===== src/hw/rtl/sparse_delta_matrix_decoder_defines.svh =====
// Assertion macros for the sparse delta matrix decoder.
// Expects clk and arst_n in the scope of each use.
`ifndef SPARSE_DELTA_MATRIX_DECODER_DEFINES_SVH
`define SPARSE_DELTA_MATRIX_DECODER_DEFINES_SVH

// Check cons in the same cycle as ante.
`define SDMD_ASSERT_NOW(label, ante, cons, msg) \
	label: assert property (@(posedge clk) disable iff (!arst_n) (ante) |-> (cons)) \
		else $error(msg);

// Check cons in the cycle after ante.
`define SDMD_ASSERT_NEXT(label, ante, cons, msg) \
	label: assert property (@(posedge clk) disable iff (!arst_n) (ante) |=> (cons)) \
		else $error(msg);

`endif


===== src/hw/rtl/sdmd_pkg.sv =====
// Shared types, constants and the code length table of the sparse delta matrix decoder.
// No dependencies.
`timescale 1ns / 1ps

package sdmd_pkg;

	localparam int POS_BITS    = 48;
	localparam int VAL_BITS    = 64;
	localparam int DELTA_BITS  = 45;
	localparam int CODE_MAX    = 14;
	localparam int TAB_ENTRIES = 256;
	localparam int GROUP_ROWS  = 16;
	localparam int GROW_BITS   = $clog2(GROUP_ROWS);
	localparam int CNT_BITS    = $clog2(CODE_MAX + 1);

	typedef enum logic {
		CMD_STREAM = 1'b0,
		CMD_TABLE  = 1'b1
	} sdmd_cmd_t;

	typedef enum logic [2:0] {
		OP_ADVANCE = 3'd0,
		OP_TAB_D5  = 3'd1,
		OP_TAB_D13 = 3'd2,
		OP_TAB_D29 = 3'd3,
		OP_TAB_D45 = 3'd4,
		OP_LIT_D5  = 3'd5,
		OP_LIT_D21 = 3'd6,
		OP_LIT_D45 = 3'd7
	} sdmd_op_t;

	typedef struct packed {
		sdmd_cmd_t               cmd;
		logic [7:0]              data_byte;
		logic                    end_of_block;
		logic [POS_BITS-1:0]     block_rows;
		logic [7:0]              table_index;
		logic [VAL_BITS-1:0]     table_value;
	} sdmd_in_t;

	typedef struct packed {
		logic [POS_BITS-1:0]     row_index;
		logic [POS_BITS-1:0]     col_index;
		logic [VAL_BITS-1:0]     value_bits;
	} sdmd_out_t;

	// decoded nonzero, before the row offset add and the table lookup
	typedef struct packed {
		logic [POS_BITS-1:0]     row_base;
		logic [POS_BITS-1:0]     offset;
		logic [POS_BITS-1:0]     col;
		logic [VAL_BITS-1:0]     literal;
		logic                    use_table;
	} sdmd_hit_t;

	typedef struct packed {
		logic                    en;
		logic [7:0]              addr;
	} sdmd_rdreq_t;

	function automatic logic [CNT_BITS-1:0] code_len(input sdmd_op_t op);
		logic [CNT_BITS-1:0] len;
		case (op)
			OP_ADVANCE: len = CNT_BITS'(1);
			OP_TAB_D5:  len = CNT_BITS'(2);
			OP_TAB_D13: len = CNT_BITS'(3);
			OP_TAB_D29: len = CNT_BITS'(5);
			OP_TAB_D45: len = CNT_BITS'(7);
			OP_LIT_D5:  len = CNT_BITS'(9);
			OP_LIT_D21: len = CNT_BITS'(11);
			OP_LIT_D45: len = CNT_BITS'(14);
			default:    len = CNT_BITS'(1);
		endcase
		return len;
	endfunction

endpackage


===== src/hw/rtl/sdmd_parse.sv =====
// Code assembly and position state: collects stream bytes, decodes complete codes.
// Depends on sdmd_pkg.
`timescale 1ns / 1ps

module sdmd_parse (
	input  logic                  clk,
	input  logic                  arst_n,
	input  logic                  accept,
	input  sdmd_pkg::sdmd_in_t    req,
	output logic                  hit_valid,
	output sdmd_pkg::sdmd_hit_t   hit,
	output sdmd_pkg::sdmd_rdreq_t rdreq
);
	import sdmd_pkg::*;

	logic [7:0]          code_q [CODE_MAX];
	logic [CNT_BITS-1:0] byte_count_q;
	logic [GROW_BITS-1:0] group_row_q;
	logic [POS_BITS-1:0] column_q;
	logic [POS_BITS-1:0] group_cnt_q;
	logic [POS_BITS-1:0] row_offset_q;

	logic [7:0]          cur [CODE_MAX];
	sdmd_op_t            op;
	logic [CNT_BITS-1:0] cnt_inc;
	logic                is_code;
	logic                done;
	logic [DELTA_BITS-1:0] delta;
	logic [GROW_BITS:0]  row_sum;
	logic [POS_BITS-1:0] col_next;
	logic                use_table;

	// view of the code with the arriving byte merged in
	always_comb begin
		for (int k = 0; k < CODE_MAX; k++) begin
			cur[k] = (byte_count_q == CNT_BITS'(k)) ? req.data_byte : code_q[k];
		end
	end

	assign op      = sdmd_op_t'(cur[0][2:0]);
	assign cnt_inc = byte_count_q + CNT_BITS'(1);
	assign is_code = (req.cmd == CMD_STREAM);
	assign done    = is_code && (cnt_inc >= code_len(op));

	always_comb begin
		case (op)
			OP_TAB_D13: delta = DELTA_BITS'({cur[2], cur[0][7:3]});
			OP_TAB_D29: delta = DELTA_BITS'({cur[4], cur[3], cur[2], cur[0][7:3]});
			OP_TAB_D45: delta = {cur[6], cur[5], cur[4], cur[3], cur[2], cur[0][7:3]};
			OP_LIT_D21: delta = DELTA_BITS'({cur[10], cur[9], cur[0][7:3]});
			OP_LIT_D45: delta = {cur[13], cur[12], cur[11], cur[10], cur[9], cur[0][7:3]};
			default:    delta = DELTA_BITS'(cur[0][7:3]);
		endcase
	end

	assign use_table = (op == OP_TAB_D5) || (op == OP_TAB_D13) ||
		(op == OP_TAB_D29) || (op == OP_TAB_D45);

	// row carry past the group bumps the column by one
	assign row_sum  = {1'b0, group_row_q} + {1'b0, delta[GROW_BITS-1:0]};
	assign col_next = column_q + POS_BITS'(row_sum[GROW_BITS])
		+ POS_BITS'(delta[DELTA_BITS-1:GROW_BITS]);

	assign hit_valid     = done && (op != OP_ADVANCE);
	assign hit.row_base  = {group_cnt_q[POS_BITS-GROW_BITS-1:0], row_sum[GROW_BITS-1:0]};
	assign hit.offset    = row_offset_q;
	assign hit.col       = col_next;
	assign hit.literal   = {cur[8], cur[7], cur[6], cur[5], cur[4], cur[3], cur[2], cur[1]};
	assign hit.use_table = use_table;

	assign rdreq.en   = accept && hit_valid && use_table;
	assign rdreq.addr = cur[1];

	always_ff @(posedge clk) begin
		if (accept && is_code) begin
			code_q[byte_count_q] <= req.data_byte;
		end
	end

	always_ff @(posedge clk or negedge arst_n) begin
		if (!arst_n) begin
			byte_count_q <= '0;
			group_row_q  <= '0;
			column_q     <= '0;
			group_cnt_q  <= '0;
			row_offset_q <= '0;
		end else if (accept && is_code) begin
			if (req.end_of_block) begin
				// drop any partial code, restart the block
				byte_count_q <= '0;
				group_row_q  <= '0;
				column_q     <= '0;
				group_cnt_q  <= '0;
				row_offset_q <= row_offset_q + req.block_rows;
			end else if (done) begin
				byte_count_q <= '0;
				if (op == OP_ADVANCE) begin
					group_cnt_q <= group_cnt_q + POS_BITS'(1);
					group_row_q <= '0;
					column_q    <= '0;
				end else begin
					group_row_q <= row_sum[GROW_BITS-1:0];
					column_q    <= col_next;
				end
			end else begin
				byte_count_q <= cnt_inc;
			end
		end
	end

endmodule


===== config.mk =====
export PLATFORM = sky130hd
export DESIGN_NAME = sdmd_parse
export DESIGN_NICKNAME = d
export VERILOG_FILES = /design/src/hw/rtl/sparse_delta_matrix_decoder_defines.svh /design/src/hw/rtl/sdmd_pkg.sv /design/src/hw/rtl/sdmd_parse.sv
export SDC_FILE = /design/constraint.sdc
export NUM_CORES = 1
export LEC_CHECK = 0
export ABC_AREA = 1
export BUFFER_PORTS_ARGS = -buffer_cell sky130_fd_sc_hd__buf_4
export CAP_MARGIN = 5
export CORE_MARGIN = 2
export CORE_UTILIZATION = 53
export CTS_CLUSTER_SIZE = 12
export DETAILED_ROUTE_END_ITERATION = 6
export PLACE_DENSITY = 0.79
export SLEW_MARGIN = 10
export SYNTH_ARGS = -nofsm -noshare
export SYNTH_HDL_FRONTEND = slang
export SYNTH_SLANG_ARGS = --single-unit
export TNS_END_PERCENT = 5

===== constraint.sdc =====
create_clock -name clk -period 3.9 [get_ports clk]
set_input_delay 0.195 -clock clk [delete_from_list [all_inputs] [get_ports clk]]
set_output_delay 0.195 -clock clk [all_outputs]
set_load 0.01 [all_outputs]

Word-level counts from Yosys, hierarchy flattened

Memory sizes are Yosys's and may differ from the RTL's.
Cells that the tools add are included.

Div/mod/pow operators: 0
Multiply operators: 0
Shift operators: 0
Bitwise logic cells: 1
Mux-type cells: 28
Add/subtract/negate cells: 6
Equal/unequal tests: 19
$lt $le $gt $ge: 1
Reductions and logical operators: 16

Operator list:

| cell                                                                   | count |
|---|---|
| 48-bit two-way mux                                                     | 6 |
| 45-bit case mux with 5 select lines                                    | 1 |
| 8-bit two-way mux                                                      | 14 |
| 48-bit by 1-bit adder with 48-bit output                               | 1 |
| 48-bit by 1-bit adder with 48-bit output (second input constant)       | 1 |
| 48-bit by 41-bit adder with 48-bit output                              | 1 |
| 48-bit adder                                                           | 1 |
| 4-bit equality test (second input constant)                            | 6 |
| 4-bit two-way mux                                                      | 5 |
| 4-bit by 3-bit equality test with 1-bit output (second input constant) | 4 |
| 3-bit equality test (second input constant)                            | 3 |
| 4-bit by 2-bit equality test with 1-bit output (second input constant) | 2 |
| 3-bit by 2-bit equality test with 1-bit output (second input constant) | 2 |
| 4-bit by 4-bit adder with 5-bit output                                 | 1 |
| 1-bit logical AND                                                      | 5 |
| 4-bit by 1-bit adder with 4-bit output (second input constant)         | 1 |
| 4-bit by 1-bit equality test with 1-bit output (second input constant) | 1 |
| 4-bit >= comparator                                                    | 1 |
| 4-bit logical NOT                                                      | 1 |
| 2-bit AND reduction                                                    | 2 |
| 2-bit nonzero test                                                     | 2 |
| 3-bit by 1-bit equality test with 1-bit output (second input constant) | 1 |
| 3-bit logical NOT                                                      | 1 |
| 1-bit logical OR                                                       | 3 |
| other kinds (4)                                                        | 5 |

Register bits: 152
Output and inout bits: 219
Bits in read-only memories: 32
Latch bits: 0
Logic and storage cells: 78
Input bits: 133
Memory bits (writable): 112
Memories: 2

Memory list:

| name            | words | width | read ports | clocked after memory_dff | write ports | line             | text |
|---|---|---|---|---|---|---|---|
| code_q          | 14    | 8     | 14         | 0                        | 1           | sdmd_parse.sv:16 | `logic [7:0] code_q [CODE_MAX];` |
| (no name shown) | 8     | 4     | 1          | 0                        | 0           | sdmd_pkg.sv:63   | `case (op)` |

Longest topological paths before layout

Gate-level depths: netlist (run 1).

Word-level depth: 10
Depth in mapped cells: 28
Depth with buffers taken out: 27

Worst setup path after synthesis (run 1)

OpenSTA, ideal clock, no wires.

Kind: register to register
From: reg byte_count_q[0]
To: reg column_q[24]
Cell stages (with the launch flop): 22
Arrival: 3.836 ns
Path slack: -0.053 ns
Clock period less this slack: 3.953 ns
Data required time: 3.783 ns
Buffers on the path: 1
Library setup time: 0.117 ns
Cell sequence: dfrtp_1 > inv_1 > ha_1 > nand2_4 > o21ai_1 > inv_1 > ha_1 > clkbuf_1 > o21ai_1 > inv_1 > nand2_1 > a21oi_1 > ha_1 > or2_2 > nand3_1 > nand2_1 > nand2_1 > nand3_1 > or2_2 > and2_1 > nand2_1 > nand2_1

RTL lines:

| element                | line              | text |
|---|---|---|
| start, declared        | sdmd_parse.sv:17  | `logic [CNT_BITS-1:0] byte_count_q;` |
| start signal, assigned | sdmd_parse.sv:106 | `byte_count_q <= cnt_inc;` |
| end signal, assigned   | sdmd_parse.sv:103 | `column_q <= col_next;` |
| end, declared          | sdmd_parse.sv:19  | `logic [POS_BITS-1:0] column_q;` |

==> flow_summary.yaml, run 1 <==
run_status:
  outcome: "finished, violations left"
  violations: "negative setup slack"
pwr:
  vdd.ir_drop.worst_v: 0.000507
  p_sw_share_pct: 45.9
  p_leak_nw: 14.1
  powerDensity_nw_per_um2: 771
  seqPwrFrac_pct: 21.0
  power_switching_mw: 9.48
  share_comb_of_total_power_pct: 64.5
  fin_total_pwr_mw: 20.6
  share_clk_of_total_power_pct: 14.5
  power.internal_mw: 11.2
synthesis:
  synthCells: 3187
  yosys-top-cells-area: "sky130_fd_sc_hd__nand2_1 (22%), sky130_fd_sc_hd__dfrtp_1 (18%), sky130_fd_sc_hd__edfxtp_1 (16%), sky130_fd_sc_hd__inv_1 (9.4%), sky130_fd_sc_hd__ha_1 (6.5%)"
  ys.warnings.count: 0
  yosysTopAreaCellShare_pct: 22.0
  yosysMostFrequentCell: "sky130_fd_sc_hd__nand2_1"
  async_reset_ff_share_pct: 56.9
  post_synthesis_net_count: 3431
  synth_cell_types: 40
  synth-seq-area-share_pct: 34.1
  synth.avg_cell_area_um2: 6.51
  dominantRegCellSynth: "sky130_fd_sc_hd__dfrtp_1"
  synthesis.area_um2: 20700
  ys_top_cells_by_count: "sky130_fd_sc_hd__nand2_1 (1217), sky130_fd_sc_hd__inv_1 (517), sky130_fd_sc_hd__nor2_1 (244), sky130_fd_sc_hd__nand3_1 (201), sky130_fd_sc_hd__o21ai_0 (174)"
  ys_ff_latch: 260
  synth-edff-count: 112
  post_synthesis_cell_type_with_the_largest_combined_area: "sky130_fd_sc_hd__nand2_1"
setup_path:
  ff2ff_setup_slack_ns: 0.10
  worstSetupEndpointType: "output port"
  critPathSlowestCell: "sky130_fd_sc_hd__dfrtp_1"
  timing.critical_path.arrival_ns: 4.27
  worstSetupPathType: "flop to output port"
  critical-path-max-stage-delay_ns: 0.40
  crit_buf_inv: 5
  regToRegEndpoint: "column_q[26]"
  timing.reg2reg.worst_path_depth: 28
  crit-reg2reg-launch: "byte_count_q[0]"
  crit_top_cell: "sky130_fd_sc_hd__nand2_1"
  crit_path_max_fanout: 16
  timing.critical_path.from_type: "flop"
  cp.required_ns: 3.70
  crit_family: "simple AND/OR/NAND/NOR gates"
sta:
  worst-slew-pin-transition_ns: 0.980
  setup_repair_after_global_routing_missed_its_margin: "yes"
  post-route-period-util_pct: 115
  fmaxAchievable_ghz: 0.224
  min_clock_period_post_route_ns: 4.47
  final.setup_skew_ns: 0.0153
  count_of_final_setup_violators: 44
  fin_tns_setup_ns: -18.91
  report.final.hold_viol_count: 0
  worst_slack_ns: -0.570
  slew-limit-headroom_pct: 34.6
  final-max-slew-violation-count: 0
  hold-worst-slack_ns: 0.0753
detailed_routing:
  drcViolationCount: 0
  drt_first_pass_iters: 7
  vias_per_cell: 5.41
  dr.first_iter.drc_count: 1790
  routed_wire_length_per_instance_um: 17.9
  vias: 22500
  route.antenna.remaining_nets: 0
  totalWireLength_um: 74700
layout:
  finish.instance_area_um2: 26800
  utilization_pct: 69.3
  finalNetCount: 3868
  multiInputGateArea_um2: 12300
  drive_gt1_share_pct: 20.3
  final_cell_count_no_fill: 4166
  filler_cell_count: 3321
  insertedDiodeCount: 0
  layout.area.seq_um2: 7070
  area.growth.synth_to_final_pct: 29.1
run:
  maxCapViolations: 0
grt:
  grt_max_degree: 87
  grt_pass1_vias: 21900
  global_route.peak_usage_layer: "met2"
  groute.layer.met1.usage_pct: 45.4
  groute.layer.met2.usage_pct: 61.2
  grt_overflow_total: 0
  groute.layer.met3.usage_pct: 4.92
  global_route_wire_length_before_repair_um: 117000
  global_route.usage.total_pct: 36.3
  antenna_found_initial: 0
clock_tree:
  cts-htree-levels: 1
  cts.sink_count: 260
  tritoncts_clock_tree: "done"
  root_buffer: "sky130_fd_sc_hd__clkbuf_16"
  path_clk_slew_ns: 0.07
  later_pin_clock_latency_in_the_skew_report_ns: 0.61
  tritoncts.num_buffers: 31
  cts.path.max_buffers: 3
die:
  die_area_um2: 40700
  width_of_the_chip_um: 202
  coreArea_um2: 38600
  floorplan.rows: 72
  num_io_pins: 352
  die_height_um: 202
  initial_utilization_pct: 53.7
placed_design:
  hpwl_um: 56500
  gp_routability_congestion: 0.974
  place_ws_ns: -0.274
  detailed_place.area_um2: 24600
  dp.cells: 4090
  place.port_buffers: 279
worst_hold_path:
  holdCritPathClass: "input pin to flop"
  hold_start: "req[127]"
  min_path_cells: 2
  min_delay_worst_endpoint: "code_q[5][6]"
power by group through the flow:
stage / combinational, mW / clock (mW) / sequential, mW
4_1_cts: 12.9 / 3.02 / 4.31
3_3_place_gp: 11.6 / 0 / 4.26
6_report: 13.3 / 3.00 / 4.34
5_1_grt: 14.5 / 3.12 / 4.41
2_1_floorplan: 6.59 / 0 / 4.25
3_5_place_dp: 11.8 / 0 / 4.28
worst max-delay path by stage:
| stage | start | endpoint | slack, ns | cells after the start |
|---|---|---|---|---|
| final | byte_count_q[0] | hit[104] | -0.57 | 25 |
| after global routing | byte_count_q[1] | hit[98] | -0.82 | 24 |
| after CTS | byte_count_q[0] | hit[104] | -0.53 | 27 |
| after detailed placement | byte_count_q[0] | hit[99] | -0.27 | 24 |
| after global placement | byte_count_q[0] | hit[99] | -0.20 | 25 |
| after floorplan | byte_count_q[0] | column_q[24] | 0.03 | 23 |
cells in the final DEF (no fill, tap or decap), types with 6 or more instances in the layout:
| cell | netlist | routed |
|---|---|---|
| sky130_fd_sc_hd__a22o_1 | 10 | 10 |
| sky130_fd_sc_hd__and2_1 | 35 | 22 |
| sky130_fd_sc_hd__or2_2 | 14 | 10 |
| sky130_fd_sc_hd__nand3_1 | 201 | 194 |
| sky130_fd_sc_hd__nor2_1 | 244 | 202 |
| sky130_fd_sc_hd__o21ai_0 | 174 | 168 |
| sky130_fd_sc_hd__nand3_2 | 0 | 6 |
| sky130_fd_sc_hd__inv_1 | 517 | 506 |
| sky130_fd_sc_hd__nand2_2 | 3 | 45 |
| sky130_fd_sc_hd__mux2i_1 | 9 | 9 |
| sky130_fd_sc_hd__clkbuf_1 | 49 | 10 |
| sky130_fd_sc_hd__buf_6 | 5 | 6 |
| sky130_fd_sc_hd__inv_2 | 7 | 16 |
| sky130_fd_sc_hd__and2_4 | 0 | 13 |
| sky130_fd_sc_hd__a21oi_2 | 0 | 14 |
| sky130_fd_sc_hd__nor2_4 | 1 | 11 |
| sky130_fd_sc_hd__buf_12 | 0 | 7 |
| sky130_fd_sc_hd__xor2_1 | 22 | 18 |
| sky130_fd_sc_hd__a32o_1 | 16 | 16 |
| sky130_fd_sc_hd__nand4_1 | 71 | 71 |
| sky130_fd_sc_hd__o21bai_1 | 13 | 12 |
| sky130_fd_sc_hd__nand3b_1 | 23 | 23 |
| sky130_fd_sc_hd__dlygate4sd3_1 | 0 | 6 |
| sky130_fd_sc_hd__nand2_1 | 1217 | 1174 |
| sky130_fd_sc_hd__clkbuf_16 | 0 | 32 |
| sky130_fd_sc_hd__edfxtp_1 | 112 | 112 |
| sky130_fd_sc_hd__ha_1 | 107 | 74 |
| sky130_fd_sc_hd__buf_4 | 15 | 460 |
| sky130_fd_sc_hd__nor2_2 | 2 | 34 |
| sky130_fd_sc_hd__dfrtp_1 | 148 | 148 |
| sky130_fd_sc_hd__ha_4 | 0 | 30 |
| sky130_fd_sc_hd__xnor2_1 | 23 | 19 |
| sky130_fd_sc_hd__o21ai_1 | 25 | 27 |
| sky130_fd_sc_hd__a21oi_1 | 72 | 55 |
| sky130_fd_sc_hd__clkbuf_8 | 0 | 6 |
| sky130_fd_sc_hd__nor3_1 | 20 | 19 |
layout make-up:
class	count	area share (%)
flip-flops and latches	260	26.4
inverters	525	7.38
clock buffers	48	3.44
multi-input cells	2324	45.9
well taps	518	2.42
clock inverters	9	0.435
repair inverters	1	0.0280
repair buffers	481	14.0
metal layers:
metal | up-vias | wire (µm)
li1 | 10900 | -
met5 | - | 0
met4 | 0 | 4180
met1 | 10300 | 30100
met3 | 233 | 5650
met2 | 1044 | 34700
cell families after synthesis:
kind of cell | synth area share [%]
compound gates | 8.47
xor+xnor | 1.90
fa+ha+maj | 6.84
buf+inv | 11.4
flops | 34.1
mux | 0.434
simple gates | 36.9
registers in the layout (all words and copies together) (netlist names):
name and count:
byte_count_q 4, code_q 112, column_q 48, group_cnt_q 44, group_row_q 4, row_offset_q 48
timing repair:
item	in CTS	in global routing
gates resized for setup	174	54
pin swaps	27	9
buffers inserted	12	0
hold buffers	6	0
setup endpoints to repair	70	53
cloned	1	0
endpoints found under the hold margin	129	0
Power figures use the tool's default switching activity.
==> inputs of run 2 (changes only) <==
- CTS_BUF_LIST: default -> sky130_fd_sc_hd__clkbuf_16
==> run 2 against run 1 <==
  * The run ends with design-rule violations, negative setup slack left
  * Largest cell class unchanged
  * Critical path depth is 1 lower
  * Final cell count increased by 0.22%
  * Non-clock buffer count is 9 higher
  * Count of clock-buffer cells in the layout fell by 16
  * Total power is 0.54% higher
  * Sequential share of layout area is 0.28 points lower
  * Critical endpoint is now hit[85]
  * Maximum frequency is 0.71% lower
  * Cell area up 1.1%
  * Die area stayed put
  * Clock power shrank 5%
==> flow_summary.yaml, run 2 (same netlist as run 1, synthesis figures left out) <==
run_status:
  outcome: "finished, violations left"
  violations: "design-rule violations, negative setup slack"
clock_tree:
  later_pin_clock_latency_in_the_skew_report_ns: 0.61
  tritoncts.num_buffers: 31
  cts.sink_count: 260
  path_clk_slew_ns: 0.07
  root_buffer: "sky130_fd_sc_hd__clkbuf_16"
  cts-htree-levels: 1
  tritoncts_clock_tree: "done"
  cts.path.max_buffers: 3
grt:
  global_route_wire_length_before_repair_um: 118000
  grt_overflow_total: 0
  antenna_found_initial: 0
  grt_pass1_vias: 22000
  grt_max_degree: 87
  global_route.usage.total_pct: 36.4
setup_path:
  cp_cell_sequence: "inv_2, ha_4, nand2_4, nand2_1, o21ai_2, buf_4, ha_1, buf_12, nand3_1, nand2_1, nand2_1, inv_1, ha_1, nand2_2, buf_4, inv_1, nand2_1, nand2_2, inv_1, nand2_1, nand3b_1, or2_4, and2_4, buf_6"
  ff2ff_setup_slack_ns: 0.05
  cp.required_ns: 3.70
  critPathSlowestCell: "sky130_fd_sc_hd__dfrtp_1"
  timing.critical_path.arrival_ns: 4.31
  critical-path-max-stage-delay_ns: 0.37
  crit_path_max_fanout: 25
  crit_top_cell: "sky130_fd_sc_hd__nand2_1"
  worstSetupEndpointType: "output port"
  timing.critical_path.from_type: "flop"
  worstSetupPathType: "flop to output port"
worst_hold_path:
  holdCritPathClass: "input pin to flop"
sta:
  final.setup_skew_ns: 0.0173
  slew-limit-headroom_pct: 34.5
  fmaxAchievable_ghz: 0.222
  worst-slew-pin-transition_ns: 0.982
  post-route-period-util_pct: 115
  final-max-slew-violation-count: 0
  worst_slack_ns: -0.602
  setup_repair_after_global_routing_missed_its_margin: "yes"
  min_clock_period_post_route_ns: 4.50
  count_of_final_setup_violators: 44
  report.final.hold_viol_count: 0
layout:
  top_regs: "code_q x112, column_q x48, row_offset_q x48"
  area.growth.synth_to_final_pct: 30.5
  utilization_pct: 70.0
  filler_cell_count: 3268
  mostFrequentLayoutCell: "sky130_fd_sc_hd__nand2_1"
  largest_reg_flops: 112
  register_ranked_first_by_flip_flop_count: "code_q"
  insertedDiodeCount: 0
  layout.cells.most_common_list: "sky130_fd_sc_hd__nand2_1 (1146), sky130_fd_sc_hd__inv_1 (514), sky130_fd_sc_hd__buf_4 (467)"
  drive_gt1_share_pct: 21.7
  finalNetCount: 3877
pwr:
  fin_total_pwr_mw: 20.8
  powerDensity_nw_per_um2: 767
  vdd.ir_drop.worst_v: 0.000508
  p_leak_nw: 14.2
die:
  die_height_um: 202
  die_area_um2: 40700
  initial_utilization_pct: 53.7
  num_io_pins: 352
  width_of_the_chip_um: 202
  coreArea_um2: 38600
  floorplan.rows: 72
detailed_routing:
  totalWireLength_um: 74900
  vias_per_cell: 5.45
  dr.first_iter.drc_count: 1840
  routed_wire_length_per_instance_um: 17.9
  route.antenna.remaining_nets: 0
  vias: 22700
  drt_first_pass_iters: 7
  drcViolationCount: 4
placed_design:
  place.port_buffers: 279
  gp_routability_congestion: 0.974
  place_ws_ns: -0.274
  hpwl_um: 56500
run:
  maxCapViolations: 0
==> run 2: cell count changes in the layout (fill, tap and decap cells not counted), sizes merged <==
cell	before	now
clkbuf	48	32
inv	525	535
buf	475	484
clkinv	6	12
==> run 2: critical path, delay by kind of cell (launching register included) <==
kind | cells | cell delay (ns)
buffers and inverters | 8 | 0.83
AOI/OAI and AO/OA | 1 | 0.13
DFF | 1 | 0.37
and+or+nand+nor | 12 | 1.66
adders and majority gates | 3 | 0.70
==> run 2: timing repair <==
action | 4_1_cts | 5_1_grt
hold endpoints to repair | 129 | 0
setup endpoints to repair | 69 | 53
cloned | 1 | 0
buffers inserted | 15 | 6
gates resized for setup | 204 | 98
hold buffers | 6 | 0
pin swaps | 33 | 33
==> run 2: cell type report <==
cell class | count | area [µm²] | area share [%]
clock inverters | 25 | 176 | 0.652
repair inverters | 1 | 7.51 | 0.0277
multi-input cells | 2324 | 12600 | 46.4
clock buffers | 32 | 801 | 2.96
inverters | 525 | 1980 | 7.31
repair buffers | 490 | 3840 | 14.2
flip-flops and latches | 260 | 7070 | 26.1
well taps | 518 | 648 | 2.39
==> run 2: path summary, 6_finish.rpt <==
check / start / to / cells after the start
worst max-delay path: byte_count_q[0] / hit[85] / 24
worst min-delay path: req[127] / code_q[6][6] / 2
worst max register to register: byte_count_q[0] / column_q[42] / 27
worst min register to register: group_row_q[3] / group_row_q[3] / 2
max in group asynchronous: arst_n / group_cnt_q[39] / 3
min in group asynchronous: arst_n / group_row_q[1] / 2
==> run 2: routing by layer <==
| layer | vias up | wire, µm | track usage (%) |
|---|---|---|---|
| met5 | - | 0 | 0 |
| met4 | 0 | 4250 | 18.9 |
| met3 | 233 | 5650 | 4.80 |
| met2 | 1046 | 35000 | 61.4 |
| met1 | 10500 | 30000 | 45.6 |
| li1 | 11000 | - | - |
==> run 2: metrics by stage <==
step	instance area, µm²	hold WS, ns	instances	TNS [ns]
5_1_grt	27100	0.0674	4175	-29.57
2_1_floorplan	20800	-0.101	3187	0
4_1_cts	26700	0.0445	4169	-16.64
3_5_place_dp	24600	0.337	4090	-7.24
6_report	27100	0.0750	4175	-19.65
3_3_place_gp	24600	0.331	4090	-1.78
==> run 2: where the power goes <==
| group | internal, mW | switching [mW] | total, mW |
|---|---|---|---|
| registers | 3.54 | 0.809 | 4.35 |
| clock network | 1.61 | 1.24 | 2.85 |
| logic | 6.01 | 7.56 | 13.6 |
| total | 11.2 | 9.61 | 20.8 |
